## config.mk

```make
export PLATFORM = sky130hd
export DESIGN_NAME = lru_page_replacement_top
export DESIGN_NICKNAME = d
export VERILOG_FILES = /design/src/rtl/lrupr_pkg.sv /design/src/rtl/lrupr_ctrl.sv /design/src/rtl/lrupr_dp.sv /design/src/rtl/lru_page_replacement_top.sv
export SDC_FILE = /design/constraint.sdc
export NUM_CORES = 2
export LEC_CHECK = 0
export BUFFER_PORTS_ARGS = -buffer_cell sky130_fd_sc_hd__buf_2
export CAP_MARGIN = 20
export CELL_PAD_IN_SITES_DETAIL_PLACEMENT = 2
export CELL_PAD_IN_SITES_GLOBAL_PLACEMENT = 2
export CORE_AREA = 2 2 514 312
export CTS_CLUSTER_DIAMETER = 80
export DETAILED_ROUTE_END_ITERATION = 8
export DIE_AREA = 0 0 516 314
export PLACE_DENSITY = 0.75
export SLEW_MARGIN = 0
export SYNTH_ARGS = -nofsm -noshare
export SYNTH_HDL_FRONTEND = slang
export SYNTH_SLANG_ARGS = --single-unit
```

## constraint.sdc

```tcl
create_clock -name clk_i -period 9.9 [get_ports clk_i]
set_clock_uncertainty 0.15 [all_clocks]
set_input_delay 2.475 -clock clk_i [delete_from_list [all_inputs] [get_ports clk_i]]
set_output_delay 2.475 -clock clk_i [all_outputs]
set_load 0.03 [all_outputs]
```

## src/rtl/lrupr_pkg.sv

```systemverilog
// Shared types and fixed widths of the LRU page replacement block.
package lrupr_pkg;

  // Fixed field widths.
  localparam int unsigned CfgW    = 7;
  localparam int unsigned IdxOutW = 6;
  localparam int unsigned CntW    = 32;

  // Frame limit after reset.
  localparam logic [CfgW-1:0] CfgReset = 7'd64;

  // Commands from the controller to the datapath.
  typedef struct packed {
    logic start;   // latch the input item and restart the scan
    logic rd;      // read the next frame entry
    logic commit;  // update the frame tables and load the result
  } cmd_t;

  // Status from the datapath to the controller.
  typedef struct packed {
    logic empty;     // no frame loaded yet
    logic last;      // the read being issued is the last loaded frame
    logic out_free;  // the result register can take a new item
  } sts_t;

endpackage

```

## src/rtl/lrupr_ctrl.sv

```systemverilog
// Controller state machine that sequences scan and commit for each item.
module lrupr_ctrl (
  input  logic            clk_i,
  input  logic            rst_ni,
  input  logic            in_valid_i,
  output logic            in_ready_o,
  input  lrupr_pkg::sts_t sts_i,
  output lrupr_pkg::cmd_t cmd_o
);
  import lrupr_pkg::*;

  typedef enum logic [3:0] {
    StIdle   = 4'b0001,
    StScan   = 4'b0010,
    StDrain  = 4'b0100,
    StFinish = 4'b1000
  } state_e;

  state_e state_q, state_d;

  // State register.
  always_ff @(posedge clk_i or negedge rst_ni) begin
    if (!rst_ni) begin
      state_q <= StIdle;
    end else begin
      state_q <= state_d;
    end
  end

  // Next state and commands.
  always_comb begin
    state_d = state_q;
    cmd_o   = '0;
    unique case (state_q)
      StIdle: begin
        if (in_valid_i) begin
          cmd_o.start = 1'b1;
          state_d     = sts_i.empty ? StFinish : StScan;
        end
      end
      StScan: begin
        cmd_o.rd = 1'b1;
        if (sts_i.last) begin
          state_d = StDrain;
        end
      end
      StDrain: begin
        state_d = StFinish;
      end
      StFinish: begin
        if (sts_i.out_free) begin
          cmd_o.commit = 1'b1;
          state_d      = StIdle;
        end
      end
      default: begin
        state_d = StIdle;
      end
    endcase
  end

  assign in_ready_o = (state_q == StIdle);

endmodule

```

## src/rtl/lrupr_dp.sv

```systemverilog
// Datapath with the frame tables, the scan pipeline, the counters and the result register.
module lrupr_dp #(
  parameter int unsigned FRAMES    = 64,
  parameter int unsigned PAGE_BITS = 20
) (
  input  logic                             clk_i,
  input  logic                             rst_ni,
  input  lrupr_pkg::cmd_t                  cmd_i,
  output lrupr_pkg::sts_t                  sts_o,
  input  logic                             cfg_we_i,
  input  logic [lrupr_pkg::CfgW-1:0]       cfg_wdata_i,
  input  logic                             process_id_i,
  input  logic [PAGE_BITS-1:0]             page_number_i,
  input  logic                             is_write_i,
  output logic                             out_valid_o,
  input  logic                             out_ready_i,
  output logic                             hit_o,
  output logic [lrupr_pkg::IdxOutW-1:0]    frame_index_o,
  output logic                             evicted_o,
  output logic                             evicted_process_o,
  output logic [PAGE_BITS-1:0]             evicted_page_o,
  output logic                             write_back_o,
  output logic [lrupr_pkg::CntW-1:0]       fault_total_o,
  output logic [lrupr_pkg::CntW-1:0]       write_back_total_o
);
  import lrupr_pkg::*;

  localparam int unsigned AW    = $clog2(FRAMES);
  localparam int unsigned CW    = $clog2(FRAMES + 1);
  localparam int unsigned LW    = (CW > CfgW) ? CW : CfgW;
  localparam int unsigned XW    = (AW > IdxOutW) ? AW : IdxOutW;
  localparam int unsigned TAG_W = PAGE_BITS + 2;

  // Tag word layout: owner, page, dirty.
  localparam int unsigned DIRTY_B = 0;
  localparam int unsigned OWNER_B = PAGE_BITS + 1;

  // Frame tables.
  logic [TAG_W-1:0] tag_mem [FRAMES];
  logic [AW-1:0]    age_mem [FRAMES];

  // Configuration and control state.
  logic [CfgW-1:0] cfg_q;
  logic [CW-1:0]   loaded_q;
  logic [CW-1:0]   scan_q;
  logic            s1_vld_q;
  logic [AW-1:0]   s1_idx_q;
  logic [TAG_W-1:0] tag_rd_q;
  logic [AW-1:0]   age_rd_q;

  // Latched input item.
  logic                 pid_q;
  logic [PAGE_BITS-1:0] page_q;
  logic                 wr_q;

  // Scan results.
  logic             hit_q;
  logic [AW-1:0]    hit_idx_q;
  logic [AW-1:0]    hit_age_q;
  logic             hit_dirty_q;
  logic             found_q;
  logic [AW-1:0]    max_idx_q;
  logic [AW-1:0]    max_age_q;
  logic [TAG_W-1:0] vic_tag_q;

  // Recency update held back until the next scan applies it.
  logic          pend_vld_q;
  logic [AW-1:0] pend_idx_q;
  logic [AW-1:0] pend_old_q;
  logic          pend_all_q;

  // Counters and result register.
  logic [CntW-1:0] fault_q;
  logic [CntW-1:0] wb_cnt_q;
  logic            out_valid_q;
  logic            res_hit_q;
  logic [AW-1:0]   res_idx_q;
  logic            res_ev_q;
  logic            res_ev_pid_q;
  logic [PAGE_BITS-1:0] res_ev_page_q;
  logic            res_wb_q;

  logic [AW-1:0]    eff_age;
  logic             tag_match;
  logic [LW-1:0]    cfg_ext;
  logic [LW-1:0]    limit;
  logic             free_frame;
  logic [AW-1:0]    commit_idx;
  logic             commit_ev;
  logic             commit_wb;
  logic [TAG_W-1:0] commit_tag;
  logic [XW-1:0]    res_idx_ext;

  // Status toward the controller.
  assign sts_o.empty    = (loaded_q == '0);
  assign sts_o.last     = (CW'(scan_q + 1'b1) == loaded_q);
  assign sts_o.out_free = !out_valid_q || out_ready_i;

  // Frame limit, clamped to the range the tables can hold.
  always_comb begin
    cfg_ext = LW'(cfg_q);
    if (cfg_ext == '0) begin
      limit = LW'(1);
    end else if (cfg_ext > LW'(FRAMES)) begin
      limit = LW'(FRAMES);
    end else begin
      limit = cfg_ext;
    end
  end
  assign free_frame = LW'(loaded_q) < limit;

  // Age of the entry in the scan stage once the held-back update is applied.
  always_comb begin
    if (!pend_vld_q) begin
      eff_age = age_rd_q;
    end else if (s1_idx_q == pend_idx_q) begin
      eff_age = '0;
    end else if (pend_all_q || (age_rd_q < pend_old_q)) begin
      eff_age = AW'(age_rd_q + 1'b1);
    end else begin
      eff_age = age_rd_q;
    end
  end

  assign tag_match = (tag_rd_q[OWNER_B] == pid_q) &&
                     (tag_rd_q[PAGE_BITS:1] == page_q);

  // Commit decisions: hit frame, next free frame, or least recent frame.
  always_comb begin
    if (hit_q) begin
      commit_idx = hit_idx_q;
    end else if (free_frame) begin
      commit_idx = loaded_q[AW-1:0];
    end else begin
      commit_idx = max_idx_q;
    end
    commit_ev  = !hit_q && !free_frame;
    commit_wb  = commit_ev && vic_tag_q[DIRTY_B];
    commit_tag = {pid_q, page_q, hit_q ? (hit_dirty_q | wr_q) : wr_q};
  end

  // Tag table: read during the scan, written at commit.
  always_ff @(posedge clk_i) begin
    if (cmd_i.commit) begin
      tag_mem[commit_idx] <= commit_tag;
    end
    tag_rd_q <= tag_mem[scan_q[AW-1:0]];
  end

  // Age table: each scanned entry is written back with its updated age.
  always_ff @(posedge clk_i) begin
    if (s1_vld_q) begin
      age_mem[s1_idx_q] <= eff_age;
    end
    age_rd_q <= age_mem[scan_q[AW-1:0]];
  end

  // Configuration register.
  always_ff @(posedge clk_i or negedge rst_ni) begin
    if (!rst_ni) begin
      cfg_q <= CfgReset;
    end else if (cfg_we_i) begin
      cfg_q <= cfg_wdata_i;
    end
  end

  // Input item latch.
  always_ff @(posedge clk_i) begin
    if (cmd_i.start) begin
      pid_q  <= process_id_i;
      page_q <= page_number_i;
      wr_q   <= is_write_i;
    end
  end

  // Scan address and the read stage.
  always_ff @(posedge clk_i or negedge rst_ni) begin
    if (!rst_ni) begin
      scan_q   <= '0;
      s1_vld_q <= 1'b0;
    end else begin
      s1_vld_q <= cmd_i.rd;
      if (cmd_i.start) begin
        scan_q <= '0;
      end else if (cmd_i.rd) begin
        scan_q <= CW'(scan_q + 1'b1);
      end
    end
  end

  always_ff @(posedge clk_i) begin
    s1_idx_q <= scan_q[AW-1:0];
  end

  // Hit search and least recent search over the scanned entries.
  always_ff @(posedge clk_i or negedge rst_ni) begin
    if (!rst_ni) begin
      hit_q   <= 1'b0;
      found_q <= 1'b0;
    end else if (cmd_i.start) begin
      hit_q   <= 1'b0;
      found_q <= 1'b0;
    end else if (s1_vld_q) begin
      if (!hit_q && tag_match) begin
        hit_q <= 1'b1;
      end
      if (!found_q || (eff_age > max_age_q)) begin
        found_q <= 1'b1;
      end
    end
  end

  always_ff @(posedge clk_i) begin
    if (s1_vld_q) begin
      if (!hit_q && tag_match) begin
        hit_idx_q   <= s1_idx_q;
        hit_age_q   <= eff_age;
        hit_dirty_q <= tag_rd_q[DIRTY_B];
      end
      if (!found_q || (eff_age > max_age_q)) begin
        max_idx_q <= s1_idx_q;
        max_age_q <= eff_age;
        vic_tag_q <= tag_rd_q;
      end
    end
  end

  // Held-back recency update, fill count and counters.
  always_ff @(posedge clk_i or negedge rst_ni) begin
    if (!rst_ni) begin
      pend_vld_q <= 1'b0;
      pend_all_q <= 1'b0;
      loaded_q   <= '0;
      fault_q    <= '0;
      wb_cnt_q   <= '0;
    end else if (cmd_i.commit) begin
      pend_vld_q <= 1'b1;
      pend_all_q <= !hit_q && free_frame;
      if (!hit_q && free_frame) begin
        loaded_q <= CW'(loaded_q + 1'b1);
      end
      if (!hit_q && (fault_q != '1)) begin
        fault_q <= fault_q + 1'b1;
      end
      if (commit_wb && (wb_cnt_q != '1)) begin
        wb_cnt_q <= wb_cnt_q + 1'b1;
      end
    end
  end

  always_ff @(posedge clk_i) begin
    if (cmd_i.commit) begin
      pend_idx_q <= commit_idx;
      pend_old_q <= hit_q ? hit_age_q : max_age_q;
    end
  end

  // Result register.
  always_ff @(posedge clk_i or negedge rst_ni) begin
    if (!rst_ni) begin
      out_valid_q <= 1'b0;
    end else if (cmd_i.commit) begin
      out_valid_q <= 1'b1;
    end else if (out_ready_i) begin
      out_valid_q <= 1'b0;
    end
  end

  always_ff @(posedge clk_i) begin
    if (cmd_i.commit) begin
      res_hit_q     <= hit_q;
      res_idx_q     <= commit_idx;
      res_ev_q      <= commit_ev;
      res_ev_pid_q  <= commit_ev & vic_tag_q[OWNER_B];
      res_ev_page_q <= commit_ev ? vic_tag_q[PAGE_BITS:1] : '0;
      res_wb_q      <= commit_wb;
    end
  end

  // Outputs; the counters always show their latest values.
  assign res_idx_ext        = XW'(res_idx_q);
  assign out_valid_o        = out_valid_q;
  assign hit_o              = res_hit_q;
  assign frame_index_o      = res_idx_ext[IdxOutW-1:0];
  assign evicted_o          = res_ev_q;
  assign evicted_process_o  = res_ev_pid_q;
  assign evicted_page_o     = res_ev_page_q;
  assign write_back_o       = res_wb_q;
  assign fault_total_o      = fault_q;
  assign write_back_total_o = wb_cnt_q;

endmodule

```

## src/rtl/lru_page_replacement_top.sv

```systemverilog
// Top level of the LRU page replacement block.
// Each page reference item is checked against every loaded frame by a scan that reads
// one frame entry per cycle from the frame tables over their single read port; an item
// that comes while no frame is loaded skips the scan. A result item that has not been
// taken holds the next item in its final state until it is taken. The recency ranks
// of one reference are folded into the scan of the next one. Frames are filled in index
// order and tracked by a fill count, so no clearing pass follows reset. The counters
// saturate and are shown with every result; frames_in_use is written through cfg_we_i /
// cfg_wdata_i, and the user must write it only while the block is idle, which the block
// itself does not enforce.
module lru_page_replacement_top #(
  parameter int unsigned FRAMES    = 64,
  parameter int unsigned PAGE_BITS = 20
) (
  input  logic                          clk_i,
  input  logic                          rst_ni,
  input  logic                          cfg_we_i,
  input  logic [lrupr_pkg::CfgW-1:0]    cfg_wdata_i,
  input  logic                          in_valid_i,
  output logic                          in_ready_o,
  input  logic                          process_id_i,
  input  logic [PAGE_BITS-1:0]          page_number_i,
  input  logic                          is_write_i,
  output logic                          out_valid_o,
  input  logic                          out_ready_i,
  output logic                          hit_o,
  output logic [lrupr_pkg::IdxOutW-1:0] frame_index_o,
  output logic                          evicted_o,
  output logic                          evicted_process_o,
  output logic [PAGE_BITS-1:0]          evicted_page_o,
  output logic                          write_back_o,
  output logic [lrupr_pkg::CntW-1:0]    fault_total_o,
  output logic [lrupr_pkg::CntW-1:0]    write_back_total_o
);
  import lrupr_pkg::*;

  cmd_t cmd;
  sts_t sts;

  // Sequencing of scan and commit.
  lrupr_ctrl u_ctrl (
    .clk_i      (clk_i),
    .rst_ni     (rst_ni),
    .in_valid_i (in_valid_i),
    .in_ready_o (in_ready_o),
    .sts_i      (sts),
    .cmd_o      (cmd)
  );

  // Frame tables, counters and result register.
  lrupr_dp #(
    .FRAMES    (FRAMES),
    .PAGE_BITS (PAGE_BITS)
  ) u_dp (
    .clk_i              (clk_i),
    .rst_ni             (rst_ni),
    .cmd_i              (cmd),
    .sts_o              (sts),
    .cfg_we_i           (cfg_we_i),
    .cfg_wdata_i        (cfg_wdata_i),
    .process_id_i       (process_id_i),
    .page_number_i      (page_number_i),
    .is_write_i         (is_write_i),
    .out_valid_o        (out_valid_o),
    .out_ready_i        (out_ready_i),
    .hit_o              (hit_o),
    .frame_index_o      (frame_index_o),
    .evicted_o          (evicted_o),
    .evicted_process_o  (evicted_process_o),
    .evicted_page_o     (evicted_page_o),
    .write_back_o       (write_back_o),
    .fault_total_o      (fault_total_o),
    .write_back_total_o (write_back_total_o)
  );

endmodule

```

==> reports/metrics.cfg <==
[synth]
yosys_register_bits = 2026
synth_async_sr_flop_share_pct = 4.69
synth_edf_count = 1897
synth_common_cells = sky130_fd_sc_hd__edfxtp_1 (1897), sky130_fd_sc_hd__mux4_2 (560), sky130_fd_sc_hd__nor2_1 (174)
netlist_instances = 3570
most_frequently_used_cell_type_in_the_post_synthesis_netlist = sky130_fd_sc_hd__edfxtp_1
synthDominantAreaCellType = sky130_fd_sc_hd__edfxtp_1
synth_area_per_cell_sq_um = 21.9
syn-cell-area_sq_um = 78300
ys_seq_area_share_pct = 76.7
synth.top_cells.by_area = sky130_fd_sc_hd__edfxtp_1 (73%), sky130_fd_sc_hd__mux4_2 (16%), sky130_fd_sc_hd__dfrtp_1 (3.0%), sky130_fd_sc_hd__dfxtp_1 (0.87%), sky130_fd_sc_hd__nor2_1 (0.83%)
mappedNetlistNets = 3627
synthDominantCellAreaShare_pct = 72.7
ys_warn_count = 0
synth_ff_type = sky130_fd_sc_hd__edfxtp_1
ys_types = 62

[critical_path]
timing_worst_setup_path_type = reg -> reg
worst-path-max-fanout = 22
r2r-start = u_dp.loaded_q[2]
cells_traversed_along_the_worst_timing_path = ha_1 > nand3_1 > a21oi_1 > a211o_1 > mux2i_1 > nand4_1 > nor2_4
worstSetupStartpoint = u_dp.loaded_q[2]
r2r_slack_ns = 4.31
critPathCaptureType = flop
slowest_stage = sky130_fd_sc_hd__nor2_4
endpoint_required_time_on_the_critical_path_ns = 10.19
rr_endpoint = u_dp.tag_mem[45][0]
worstPathArrival_ns = 5.88
cell_depth_of_the_worst_flop_to_flop_path = 7
worstSetupStartpointType = flop
max_stage_delay_ns = 0.94

[timing]
grt_setup_unrepaired = false
setup_viol = 0
min_period_over_period_pct = 56.5
fin_hold_ws_ns = 0.321
tightestPinTransition_ns = 1.25
hold_viol = 0
max-slew-margin-rel_pct = 16.4
final-max-slew-violation-count = 0
max_freq_ghz = 0.179
finalSetupTns_ns = 0
final.min_clock_period_ns = 5.59

[pwr]
fin_total_pwr_w = 0.0226
peakVddDrop_mv = 0.236
total_leakage_power_nw = 27.6
cellPowerDensity_nw_per_um2 = 256

[global_route]
grt_remaining_overflow = 0
first_pass_grt_wire_length_mm = 376
pin_count_of_the_biggest_net_entering_global_routing = 127
grt_pass1_vias = 42900
grt_antenna_before_repair = 31
track_usage_pct = 34.1

[route]
detailroute.via_count = 41900
route.detailed.wl_per_inst_microns = 44.6
first_iter_violations = 6829
detail-route-antenna-nets = 0
drt_pre_antenna_iters = 5
wl_mm = 273
post-route-drc-count = 0
average_via_count_per_standard_cell = 6.85

[job]
max-cap-violations = 0

[clocking]
cts_hold_buf = 0
tritoncts.num_buffers = 182
tritoncts = yes
maximum_root_to_sink_buffer_count = 3
post-cts-setup-buffers = 0
cts_num_sinks = 2026
cts_resized = 0
clkSlewWorstSetupHoldPaths_ns = 0.07
htree_num_levels = 4
clock_latency_on_the_worst_skew_pair_ns = 0.83
ctsRootBufferMaster = sky130_fd_sc_hd__clkbuf_16

[floorplan]
fp.dieArea_sq_um = 162000
start_util_pct = 49.8
pin_count = 130
die_h_microns = 314
placement_rows = 113
core_area_sq_um = 157000
dieWidth_microns = 516

[min_path]
worstHoldPathType = reg -> reg
min_path_cells = 0
worstHoldEndpoint = u_dp.vic_tag_q[0]
min-delay-start = u_dp.tag_rd_q[0]

[cells_and_area]
multi_input_comb_area_sq_um = 17900
fill_cell_count = 12900
layout_cells_sized_above_1_pct = 29.2
final-seq-area_sq_um = 60000
layout.core_utilization_pct = 56.1
nets = 3888
areaGrowthSynthToFinish_pct = 12.6

[place]
dpl.hpwl_mm = 164
number_of_port_buffers = 129
gp_congestion = 0.864

[outcome]
outcome = finished clean

-- final cells by class --
type	instances	share of cell area [%]
sequential	2026	68.1
multi-input combinational	1351	20.3
clock inverter	90	0.933
inverter	31	0.132
clock buffer	248	5.74
timing repair buffer	239	1.78
antenna	5	0.0142
tap	2127	3.02
-- per-layer routing --
| layer | GRT usage, % | share of wire, % | up-vias |
|---|---|---|---|
| li1 | - | - | 15400 |
| met1 | 50.6 | 41 | 23300 |
| met2 | 52.5 | 47 | 2796 |
| met3 | 6.59 | 9.8 | 415 |
| met4 | 9.16 | 2.9 | 16 |
| met5 | 0 | 0.051 | - |
-- sequential cells by signal, indices dropped and copies added, names as in the netlist, 7 cells and up --
signal and flops:
u_dp.page_q 20, u_dp.cfg_ext 7, u_dp.age_mem 384, u_dp.tag_mem 1408, u_dp.evicted_page_o 20, u_dp.loaded_q 7
u_dp.write_back_total_o 32, u_dp.fault_total_o 32, u_dp.scan_q 7, u_dp.tag_rd_q 22, u_dp.vic_tag_q 22
-- through the flow --
stage | setup slack [ns] | cells | cell area (sq um)
floorplan | 2.53 | 3570 | 78300
global placement | 3.96 | 5772 | 82300
detailed placement | 3.75 | 5773 | 82300
CTS | 4.46 | 6111 | 88200
global route | 4.30 | 6112 | 88200
finish | 4.31 | 6117 | 88200
-- where the power goes --
group          switching, W  total (W)  internal [W]
Clock               0.00339    0.00734       0.00395
Combinational       0.00319    0.00480       0.00161
Sequential         0.000241     0.0104        0.0102
-- cell usage in the layout, fill, tap and decap left out, drive strengths merged, types with 4 or more instances in the layout --
master / netlist / routed
dfxtp: 34 / 34
inv: 29 / 31
a31oi: 4 / 4
nand3: 37 / 37
and2: 30 / 30
nor3: 20 / 20
or3: 13 / 13
nor2b: 9 / 9
nand3b: 7 / 7
a21o: 4 / 4
xnor2: 55 / 55
mux2i: 13 / 13
buf: 57 / 239
and4: 10 / 10
mux4: 560 / 560
nor4: 13 / 13
a21oi: 20 / 20
clkinv: 2 / 76
ha: 23 / 23
nand2b: 10 / 10
edfxtp: 1897 / 1897
xor2: 50 / 50
and3: 20 / 20
dfrtp: 93 / 93
nand4: 36 / 36
o21ai: 27 / 27
diode: 0 / 5
mux2: 17 / 17
nand2: 107 / 107
clkbuf: 105 / 248
bufinv: 0 / 14
a22oi: 56 / 56
nor2: 174 / 174
-- worst max path at each step --
| stage | end | slack [ns] | cells after the start |
|---|---|---|---|
| floorplan | u_dp.max_age_q[0] | 2.53 | 12 |
| global placement | u_dp.tag_mem[43][15] | 3.96 | 7 |
| detailed placement | u_dp.tag_mem[43][1] | 3.75 | 7 |
| CTS | u_dp.tag_mem[45][0] | 4.46 | 7 |
| global route | u_dp.tag_mem[43][1] | 4.30 | 7 |
| finish | u_dp.tag_mem[45][0] | 4.31 | 7 |
-- cell families (layout without fill, tap and decap cells) --
| family | after synthesis | after routing | synth area share, % |
|---|---|---|---|
| simple gates | 498 | 498 | 3.11 |
| mux | 590 | 590 | 16.5 |
| other cells | 0 | 5 | 0 |
| compound gates | 135 | 135 | 1.20 |
| buf+inv | 193 | 608 | 0.976 |
| xor+xnor | 105 | 105 | 1.17 |
| fa+ha+maj | 23 | 23 | 0.368 |
| flops | 2026 | 2026 | 76.7 |
-- critical path: cells and delay by family, from the launching register on --
kind	cells	cell delay, ns
fa+ha+maj	1	0.49
compound gates	2	1.19
mux	1	0.87
simple gates	3	1.80
flops	1	0.64
Power figures use the tool's default switching activity.
